[config.mk]
export PLATFORM = sky130hd
export DESIGN_NAME = utf8_to_utf16_bmp_decoder_core
export DESIGN_NICKNAME = d
export VERILOG_FILES = /design/src/design/utfbd_pkg.sv /design/src/design/utfbd_decode.sv /design/src/design/utfbd_out_reg.sv /design/src/design/utf8_to_utf16_bmp_decoder_core.sv
export SDC_FILE = /design/constraint.sdc
export NUM_CORES = 1
export LEC_CHECK = 0
export BUFFER_PORTS_ARGS = -buffer_cell sky130_fd_sc_hd__buf_4
export CORE_MARGIN = 4
export CORE_UTILIZATION = 28
export DETAILED_ROUTE_END_ITERATION = 8
export PLACE_DENSITY = 0.57
export SYNTH_ARGS = -nofsm -noshare
export SYNTH_HDL_FRONTEND = slang
export SYNTH_SLANG_ARGS = --single-unit
[constraint.sdc]
create_clock -name clk_i -period 2.7 [get_ports clk_i]
set_input_delay 0 -clock clk_i [delete_from_list [all_inputs] [get_ports clk_i]]
set_output_delay 0 -clock clk_i [all_outputs]
set_load 0.005 [all_outputs]
[src/design/utfbd_pkg.sv]
// Shared types and constants for the UTF-8 to UTF-16 BMP decoder.
package utfbd_pkg;

  localparam int unsigned ByteW  = 8;
  localparam int unsigned UnitW  = 16;
  localparam int unsigned PointW = 21;
  localparam int unsigned LeftW  = 2;

  localparam logic [ByteW-1:0] Lead2Mask = 8'hE0;
  localparam logic [ByteW-1:0] Lead2Code = 8'hC0;
  localparam logic [ByteW-1:0] Lead3Mask = 8'hF0;
  localparam logic [ByteW-1:0] Lead3Code = 8'hE0;
  localparam logic [ByteW-1:0] Lead4Mask = 8'hF8;
  localparam logic [ByteW-1:0] Lead4Code = 8'hF0;

  localparam logic [LeftW-1:0] LeftNone = 2'd0;
  localparam logic [LeftW-1:0] LeftOne  = 2'd1;
  localparam logic [LeftW-1:0] LeftTwo  = 2'd2;
  localparam logic [LeftW-1:0] LeftThree = 2'd3;

  typedef struct packed {
    logic              pt_valid;
    logic [UnitW-1:0]  pt_value;
    logic              term;
    logic [PointW-1:0] next_partial;
    logic [LeftW-1:0]  next_left;
  } dec_res_t;

endpackage

[src/design/utfbd_decode.sv]
// Combinational step: one byte against the held sequence state.
module utfbd_decode import utfbd_pkg::*; (
  input  logic [ByteW-1:0]  data_byte_i,
  input  logic              has_byte_i,
  input  logic              end_of_string_i,
  input  logic [PointW-1:0] partial_i,
  input  logic [LeftW-1:0]  left_i,
  output dec_res_t          res_o
);

  logic [PointW-1:0] np;
  logic [LeftW-1:0]  nl;
  logic              emit;
  logic [PointW-1:0] ep;

  always_comb begin
    np   = partial_i;
    nl   = left_i;
    emit = 1'b0;
    ep   = '0;
    if (has_byte_i) begin
      if (left_i != LeftNone) begin
        np = {partial_i[PointW-7:0], data_byte_i[5:0]};
        nl = left_i - LeftOne;
        if (nl == LeftNone) begin
          emit = 1'b1;
          ep   = np;
          np   = '0;
        end
      end else if ((data_byte_i & Lead2Mask) == Lead2Code) begin
        np = {{(PointW-5){1'b0}}, data_byte_i[4:0]};
        nl = LeftOne;
      end else if ((data_byte_i & Lead3Mask) == Lead3Code) begin
        np = {{(PointW-4){1'b0}}, data_byte_i[3:0]};
        nl = LeftTwo;
      end else if ((data_byte_i & Lead4Mask) == Lead4Code) begin
        np = {{(PointW-3){1'b0}}, data_byte_i[2:0]};
        nl = LeftThree;
      end else begin
        emit = 1'b1;
        ep   = {{(PointW-ByteW){1'b0}}, data_byte_i};
      end
    end
    if (end_of_string_i) begin
      if (nl != LeftNone) begin
        emit = 1'b1;
        ep   = np;
      end
      np = '0;
      nl = LeftNone;
    end
    res_o.pt_valid     = emit && (ep != '0) && (ep[PointW-1:UnitW] == '0);
    res_o.pt_value     = ep[UnitW-1:0];
    res_o.term         = end_of_string_i;
    res_o.next_partial = np;
    res_o.next_left    = nl;
  end

endmodule

[src/design/utfbd_out_reg.sv]
// Result register for the master-side stream.
module utfbd_out_reg import utfbd_pkg::*; (
  input  logic             clk_i,
  input  logic             rst_ni,
  input  logic             load_i,
  input  logic [UnitW-1:0] unit_i,
  input  logic             last_i,
  output logic             free_o,
  output logic             m_axis_tvalid,
  input  logic             m_axis_tready,
  output logic [UnitW-1:0] m_axis_tdata,
  output logic             m_axis_tlast
);

  logic             valid_q;
  logic [UnitW-1:0] data_q;
  logic             last_q;

  assign free_o = !valid_q || m_axis_tready;

  always_ff @(posedge clk_i or negedge rst_ni) begin
    if (!rst_ni) begin
      valid_q <= 1'b0;
    end else if (free_o) begin
      valid_q <= load_i;
    end
  end

  always_ff @(posedge clk_i) begin
    if (free_o && load_i) begin
      data_q <= unit_i;
      last_q <= last_i;
    end
  end

  assign m_axis_tvalid = valid_q;
  assign m_axis_tdata  = data_q;
  assign m_axis_tlast  = last_q;

endmodule

[src/design/utf8_to_utf16_bmp_decoder_core.sv]
// Top level: UTF-8 byte stream in, UTF-16 BMP code units out.
// An input transfer is held in the input register and decoded combinationally into the output register.
// Throughput: 1 byte per cycle while the output register is free; an item giving a code unit
// and a terminator holds the input register until both are loaded (one output register, one unit a cycle).
// Reset (rst_ni low, asynchronous) empties both registers and clears the sequence state.
module utf8_to_utf16_bmp_decoder_core import utfbd_pkg::*; (
  input  logic             clk_i,
  input  logic             rst_ni,
  input  logic             s_axis_tvalid,
  output logic             s_axis_tready,
  input  logic [7:0]       s_axis_tdata,  // [7:0] data_byte
  input  logic             s_axis_tuser,  // [0] has_byte
  input  logic             s_axis_tlast,  // end_of_string
  output logic             m_axis_tvalid,
  input  logic             m_axis_tready,
  output logic [15:0]      m_axis_tdata,  // [15:0] code_unit
  output logic             m_axis_tlast   // is_terminator
);

  logic              in_valid_q;
  logic [ByteW-1:0]  in_byte_q;
  logic              in_has_q;
  logic              in_last_q;
  logic [PointW-1:0] partial_q;
  logic [LeftW-1:0]  left_q;
  logic              pt_sent_q;
  logic              pt_sent_d;
  dec_res_t          dec;
  logic              out_free;
  logic              out_load;
  logic [UnitW-1:0]  out_unit;
  logic              out_last;
  logic              consume;

  utfbd_decode u_decode (
    .data_byte_i     (in_byte_q),
    .has_byte_i      (in_has_q),
    .end_of_string_i (in_last_q),
    .partial_i       (partial_q),
    .left_i          (left_q),
    .res_o           (dec)
  );

  always_comb begin
    out_load  = 1'b0;
    out_unit  = '0;
    out_last  = 1'b0;
    consume   = 1'b0;
    pt_sent_d = pt_sent_q;
    if (in_valid_q) begin
      if (dec.pt_valid && !pt_sent_q) begin
        if (out_free) begin
          out_load = 1'b1;
          out_unit = dec.pt_value;
          if (dec.term) begin
            pt_sent_d = 1'b1;
          end else begin
            consume = 1'b1;
          end
        end
      end else if (dec.term) begin
        if (out_free) begin
          out_load  = 1'b1;
          out_last  = 1'b1;
          consume   = 1'b1;
          pt_sent_d = 1'b0;
        end
      end else begin
        consume = 1'b1;
      end
    end
  end

  assign s_axis_tready = !in_valid_q || consume;

  always_ff @(posedge clk_i or negedge rst_ni) begin
    if (!rst_ni) begin
      in_valid_q <= 1'b0;
      partial_q  <= '0;
      left_q     <= LeftNone;
      pt_sent_q  <= 1'b0;
    end else begin
      pt_sent_q <= pt_sent_d;
      if (s_axis_tready) begin
        in_valid_q <= s_axis_tvalid;
      end
      if (consume) begin
        partial_q <= dec.next_partial;
        left_q    <= dec.next_left;
      end
    end
  end

  always_ff @(posedge clk_i) begin
    if (s_axis_tready && s_axis_tvalid) begin
      in_byte_q <= s_axis_tdata;
      in_has_q  <= s_axis_tuser;
      in_last_q <= s_axis_tlast;
    end
  end

  utfbd_out_reg u_out (
    .clk_i         (clk_i),
    .rst_ni        (rst_ni),
    .load_i        (out_load),
    .unit_i        (out_unit),
    .last_i        (out_last),
    .free_o        (out_free),
    .m_axis_tvalid (m_axis_tvalid),
    .m_axis_tready (m_axis_tready),
    .m_axis_tdata  (m_axis_tdata),
    .m_axis_tlast  (m_axis_tlast)
  );

endmodule

# After elaboration in Yosys (flattened, before gate mapping)
# Cells that the tools add are included.
[word_totals]
ff_bits = 53
inputBits = 14
out_inout_bits = 19
wordCells = 76
[classes]
addsub = 1
n_eq_ne = 3
mux = 43
n_bitwise = 1
reduce_logical = 18
[ops]
columns = ["cell", "count"]
rows = [
  ["two-way mux 21 bit", 14],
  ["two-way mux 1 bit", 22],
  ["nonzero test 21 bit", 1],
  ["two-way mux 2 bit", 6],
  ["two-way mux 8 bit", 1],
  ["AND reduction 3 bit", 2],
  ["== test 5 bit, second input constant", 1],
  ["logical AND 1 bit", 5],
  ["zero test 5 bit", 1],
  ["== test 4 bit, second input constant", 1],
  ["nonzero test 2 bit", 2],
  ["== test 3 bit, second input constant", 1],
  ["zero test 1 bit", 3],
  ["zero test 2 bit", 1],
  ["logical OR 1 bit", 2],
  ["OR reduction 2 bit", 1],
  ["subtractor 2 x 1 -> 2 bit, second input constant", 1],
  ["NOT 1 bit", 1],
]

# Logic depth before layout (Yosys ltp)
[depth]
ltp_word = 17
depth_mapped = 12
ltp_nobuf = 9

# Hierarchy
# Synthesis repeated with hierarchy kept, for this count alone.
[unflattened]
cells_unflattened = 276
area_unflattened_um2 = 3056.7
[by_module_without_submodules]
columns = ["module", "instances", "cells_each", "area_per_inst_um2", "seq_area_each_um2"]
rows = [
  ["utf8_to_utf16_bmp_decoder_core", 1, 95, 1531.5, 925.9],
  ["utfbd_decode", 1, 160, 960.9, 0.0],
  ["utfbd_out_reg", 1, 21, 564.3, 535.5],
]

# Worst setup path after synthesis
# Ideal clock, no wire load.
[synth_timing]
path_kind = "register to register"
from = "register in_has_q"
to = "register in_byte_q[0], enable pin"
setup_time_ns = 0.343
arrival_ns = 2.606
required_ns = 2.357
setup_slack_ns = -0.249
path_stages_with_launch = 12
n_path_buf = 2
period_less_slack_ns = 2.949
cell_sequence = "edfxtp_1 buf_2 and2_1 buf_2 a21oi_1 o211ai_1 a2111oi_0 a31o_2 a41oi_4 maj3_2 nand2_1 and2_1"
[synth_via]
elab_chain_len = 12
word_cells_on_any_way = 18
classes_between = "mux: 10; reduce/logical: 8"
[synth_lines]
columns = ["element", "line_no", "rtl"]
rows = [
  ["from (decl)", "utf8_to_utf16_bmp_decoder_core.sv:22", "logic in_has_q;"],
  ["from (signal assigned)", "utf8_to_utf16_bmp_decoder_core.sv:97", "in_has_q <= s_axis_tuser;"],
  ["two-way mux 2 bit", "utfbd_decode.sv:21", "if (has_byte_i) begin"],
  ["nonzero test 2 bit", "utfbd_decode.sv:45", "if (nl != LeftNone) begin"],
  ["two-way mux 21 bit", "utfbd_decode.sv:45", ""],
  ["two-way mux 21 bit", "utfbd_decode.sv:44", "if (end_of_string_i) begin"],
  ["nonzero test 21 bit", "utfbd_decode.sv:52", "res_o.pt_valid = emit && (ep != '0) && (ep[PointW-1:UnitW] == '0);"],
  ["logical AND 1 bit", "utfbd_decode.sv:52", ""],
  ["logical AND 1 bit (*)", "utfbd_decode.sv:52", ""],
  ["logical AND 1 bit (*)", "utf8_to_utf16_bmp_decoder_core.sv:51", "if (dec.pt_valid && !pt_sent_q) begin"],
  ["two-way mux 1 bit (*)", "utf8_to_utf16_bmp_decoder_core.sv:51", ""],
  ["two-way mux 1 bit (*)", "utf8_to_utf16_bmp_decoder_core.sv:50", "if (in_valid_q) begin"],
  ["logical OR 1 bit (*)", "utf8_to_utf16_bmp_decoder_core.sv:74", "assign s_axis_tready = !in_valid_q || consume;"],
  ["named net s_axis_tready", "utf8_to_utf16_bmp_decoder_core.sv:10", "output logic s_axis_tready,"],
  ["logical AND 1 bit (*)", "utf8_to_utf16_bmp_decoder_core.sv:95", "if (s_axis_tready && s_axis_tvalid) begin"],
  ["to (signal assigned)", "utf8_to_utf16_bmp_decoder_core.sv:96", "in_byte_q <= s_axis_tdata;"],
  ["to (decl)", "utf8_to_utf16_bmp_decoder_core.sv:21", "logic [ByteW-1:0] in_byte_q;"],
]
# Mark *: on every way through the listed nets, which the timed path passes. The rest lies on a longest branch.
# A chain may end at the register's enable or synchronous reset.

# Worst setup path in the final report
[layout_timing]
from = "register in_byte_q[6]"
to = "output s_axis_tready"
[layout_via]
elab_chain_len = 16
word_cells_on_any_way = 36
classes_between = "eq/ne: 3; mux: 26; reduce/logical: 7"
[layout_lines]
columns = ["element", "line_no", "rtl"]
rows = [
  ["== test 5 bit", "utfbd_decode.sv:36", "end else if ((data_byte_i & Lead4Mask) == Lead4Code) begin"],
  ["two-way mux 2 bit", "utfbd_decode.sv:36", ""],
  ["two-way mux 2 bit", "utfbd_decode.sv:33", "end else if ((data_byte_i & Lead3Mask) == Lead3Code) begin"],
  ["two-way mux 2 bit", "utfbd_decode.sv:30", "end else if ((data_byte_i & Lead2Mask) == Lead2Code) begin"],
  ["two-way mux 2 bit", "utfbd_decode.sv:22", "if (left_i != LeftNone) begin"],
  ["two-way mux 2 bit", "utfbd_decode.sv:21", ""],
  ["nonzero test 2 bit", "utfbd_decode.sv:45", ""],
  ["two-way mux 21 bit", "utfbd_decode.sv:45", ""],
  ["two-way mux 21 bit", "utfbd_decode.sv:44", ""],
  ["nonzero test 21 bit", "utfbd_decode.sv:52", ""],
  ["logical AND 1 bit", "utfbd_decode.sv:52", ""],
  ["logical AND 1 bit (*)", "utfbd_decode.sv:52", ""],
  ["logical AND 1 bit (*)", "utf8_to_utf16_bmp_decoder_core.sv:51", ""],
  ["two-way mux 1 bit (*)", "utf8_to_utf16_bmp_decoder_core.sv:51", ""],
  ["two-way mux 1 bit (*)", "utf8_to_utf16_bmp_decoder_core.sv:50", ""],
  ["logical OR 1 bit (*)", "utf8_to_utf16_bmp_decoder_core.sv:74", ""],
  ["to (decl)", "utf8_to_utf16_bmp_decoder_core.sv:10", ""],
]
# Mark *: on every way between the ends. The rest lies on a longest branch, timed or not.

==> summary.txt <==
Outcome
  • Status: finished, violations left
  • Violated checks: setup timing

Critical path
  • Required arrival time at the worst endpoint: 2.70 ns
  • Critical path fanouts, max: 7
  • R2r endpoint: in_last_q
  • Worst stage delay on the critical path: 0.46 ns
  • Critical path startpoint category: register
  • Critical path's top delay family: compound AO/OA/AOI/OAI gates
  • Most frequent CP cell: sky130_fd_sc_hd__buf_6
  • Critical Path End Type: primary output
  • Start-to-end type of the worst setup path: register to primary output
  • Slowest CP cell: sky130_fd_sc_hd__edfxtp_1
  • Register-to-Register Path Depth: 10
  • Worst-path cell chain: a311o_1, o21ai_4, o31ai_2, a31o_2, a41oi_4, maj3_2, nand2_4, buf_6, buf_6
  • R2R Setup Slk: -0.10 ns
  • Reg2Reg Launch Point: in_byte_q[7]
  • Crit path buf inv count: 2
  • Data arrival time of the critical path: 2.84 ns

Die
  • Die boundary height: 106 um
  • Starting density of the core: 29.1%
  • Number of rows created at floorplan: 35
  • Total I/O pin count: 33
  • Overall die area: 11300 um^2
  • Die span in x: 106 um
  • Std-Cell Core Area: 9330 um^2

CTS
  • Total number of H-tree levels: 2
  • CTS root buf: sky130_fd_sc_hd__clkbuf_8
  • Maximum clock path buffer count: 2
  • Number of clock buffers inserted by TritonCTS: 5
  • Clock slew at reported path FFs: 0.10 ns
  • Latest clock arrival within the worst-skew pair: 0.31 ns
  • Sink Count: 53
  • CTS tree: built

Global routing
  • Number of global-route vias before repair: 2402
  • First-pass GRT wire length: 12500 um
  • Aggregate global-route resource usage: 13.9%
  • Global route overflow: 0
  • Antenna violations before repair: 0
  • Largest net degree at the start of global routing: 27

Power
  • Total design power: 3.18 mW
  • Largest vdd supply drop: 260 uV
  • Leakage Power: 1.67 nW
  • Total power density per cell area: 777 nW/um^2

Timing
  • Transition at the pin with the smallest max-transition slack: 0.639 ns
  • Headroom to the max-slew limit: 57.3%
  • Clock period minus worst slack: 2.84 ns
  • Final critical-path share of the clock period: 105%
  • Setup total negative slack: -3.25 ns
  • Clock Skew: 0.0135 ns
  • Achievable frequency: 352 MHz
  • Slack of the critical path: -0.143 ns
  • Setup repair after global routing missed its margin: yes
  • Number of failing setup endpoints in the final timing report: 51
  • Number of endpoints with negative hold slack in the final report: 0
  • Number of max-slew violations in the final report: 0

Yosys
  • Proportion of synthesized flip-flops having asynchronous set or reset: 49.1%
  • Avg Cell Area, Syn: 10.7 um^2
  • Count of flip-flops with a built-in enable after synthesis: 27
  • Share of synthesized area occupied by flip-flops and latches: 53.8%
  • Most used DFF post-synth: sky130_fd_sc_hd__edfxtp_1
  • Number of synthesized register bits: 53
  • Syn Inst Count: 253
  • Number of distinct library cells after synthesis: 59
  • Synth warn: 0
  • Post-Syn Nets: 267
  • Cell area after synthesis: 2720 um^2

Finish
  • Flip-flop and latch area: 1460 um^2
  • Antenna cell count: 0
  • Fill cell instance count of the final layout: 877
  • Fin nets: 377
  • Area of combinational cells with multiple inputs: 1390 um^2
  • Post-layout instance count excluding filler cells: 493
  • Layout overhead on the synthesized area: 50.7%
  • Share of cells above drive strength 1: 44.2%

Worst hold path
  • Worst Hold Class: primary input to asynchronous set/reset pin

Job
  • Number of max-capacitance violations reported: 0

Drt
  • Sum of routed wire length over all layers: 7870 um
  • DR DRC count: 0
  • Post-DR wirelength/cell: 16.0 um
  • Remaining number of nets flagged by the antenna check after routing: 0
  • Drt first-iter violations: 143
  • Number of search-and-repair iterations in the first detailed-routing pass: 4
  • Number of vias in the routed layout: 2447
  • Mean number of vias per cell: 4.96

Place
  • Worst slack at placement: -0.362 ns
  • Placed wire-length estimate: 5720 um
  • Total instance count after detailed placement: 464
  • PortBufs: 32
  • Final RePlAce weighted congestion: 0.906
-- cell usage after synthesis, drive strengths merged (2+ instances only) --
cell type	n	area [um^2]
nand2	30	115
edfxtp	27	811
dfrtp	26	651
nor2	21	78.8
a22o	16	140
a21oi	15	75.1
o21ai	10	65.1
buf	7	47.5
clkbuf	7	26.3
nor2b	6	37.5
a22oi	5	37.5
a31oi	5	31.3
nand2b	5	31.3
nand3	5	25.0
o21a	5	37.5
a211oi	4	30.0
and2	4	25.0
inv	4	15.0
nor3	4	20.0
o31ai	4	35.0
or2	3	18.8
a311oi	2	17.5
and2b	2	15.0
and3	2	12.5
o211ai	2	15.0
o221ai	2	17.5
o2bb2ai	2	17.5
o41ai	2	17.5
or3	2	12.5
or4	2	15.0
-- power by group --
| group | internal [mW] | leakage, nW | total, mW | switching, mW |
|---|---|---|---|---|
| clock network | 0.186 | 0.0456 | 0.465 | 0.279 |
| registers | 1.03 | 0.614 | 1.15 | 0.115 |
| logic | 0.808 | 1.01 | 1.57 | 0.761 |
| total | 2.03 | 1.67 | 3.18 | 1.16 |
-- worst register-to-register path, stage by stage (launching register included) --
cell,delay [ns]
sky130_fd_sc_hd__edfxtp_1,0.47
sky130_fd_sc_hd__and3b_1,0.24
sky130_fd_sc_hd__a21bo_2,0.23
sky130_fd_sc_hd__o311ai_1,0.08
sky130_fd_sc_hd__buf_4,0.22
sky130_fd_sc_hd__and2b_1,0.22
sky130_fd_sc_hd__o41ai_2,0.09
sky130_fd_sc_hd__a41oi_4,0.24
sky130_fd_sc_hd__maj3_2,0.41
sky130_fd_sc_hd__nand2_4,0.10
sky130_fd_sc_hd__and2_4,0.21
-- layer usage --
metal	GRT usage (%)	routed length, um	up-vias
li1	-	-	1185
met1	19.0	3550	1193
met2	23.0	3770	55
met3	2.49	360	14
met4	3.47	180	0
met5	0	0	-
-- cell families after synthesis --
| logic type | count (synthesis) | synth area share (%) |
|---|---|---|
| compound gates | 88 | 25.3 |
| fa+ha+maj | 1 | 0.415 |
| flops | 53 | 53.8 |
| mux | 2 | 0.783 |
| buf+inv | 18 | 3.27 |
| simple gates | 91 | 16.4 |
-- flip-flops by register name, summed over array words and instances (netlist names) --
register,cells
in_valid_q,1
partial_q,21
u_out.m_axis_tlast,1
u_out.m_axis_tvalid,1
in_byte_q,8
u_out.m_axis_tdata,16
in_last_q,1
pt_sent_q,1
left_q,2
in_has_q,1
-- worst max-delay path by stage --
stage                     slack (ns)       endpoint     startpoint  depth (start not counted)
after floorplan                -0.01   in_byte_q[0]   partial_q[8]                          9
after global placement         -0.27   partial_q[7]  partial_q[10]                          9
after detailed placement       -0.36  partial_q[18]  partial_q[10]                          9
after CTS                      -0.09   partial_q[3]   in_byte_q[5]                          9
after global routing           -0.23  s_axis_tready   in_byte_q[5]                         10
final                          -0.14  s_axis_tready   in_byte_q[6]                          9
-- area by class of cell --
cell class	count	share of cell area (%)
Multi-Input combinational cell	183	33.9
Sequential cell	53	35.7
Clock inverter	2	0.336
Timing Repair Buffer	116	23.9
Tap cell	129	3.94
Clock buffer	6	1.77
Inverter	4	0.367
-- cell usage in the layout (no fill, tap or decap), drive strengths merged, types with 10 or more instances in the layout --
cell / n
a21oi: 15
a22o: 16
buf: 104
dfrtp: 26
dlygate4sd3: 12
edfxtp: 27
nand2: 30
nor2: 21
o21ai: 10
-- repair_timing --
| action | 4_1_cts | 5_1_grt |
|---|---|---|
| setup buffers | 4 | 3 |
| pin swaps | 11 | 3 |
| hold endpoints to repair | 37 | 0 |
| gates resized for setup | 24 | 37 |
| hold buffers | 12 | 0 |
| setup endpoints to repair | 67 | 68 |
| cloned | 1 | 1 |
-- stage by stage --
stage | utilization [%] | area [um^2] | hold slack, ns
final | 43.9 | 4090 | 0.135
after global routing | 43.9 | 4090 | 0.162
after CTS | 42.0 | 3920 | 0.150
after detailed placement | 38.2 | 3570 | -0.0646
after global placement | 38.2 | 3570 | -0.0694
after floorplan | - | 2740 | -0.296
No activity file was read; power rests on OpenSTA's default activity.
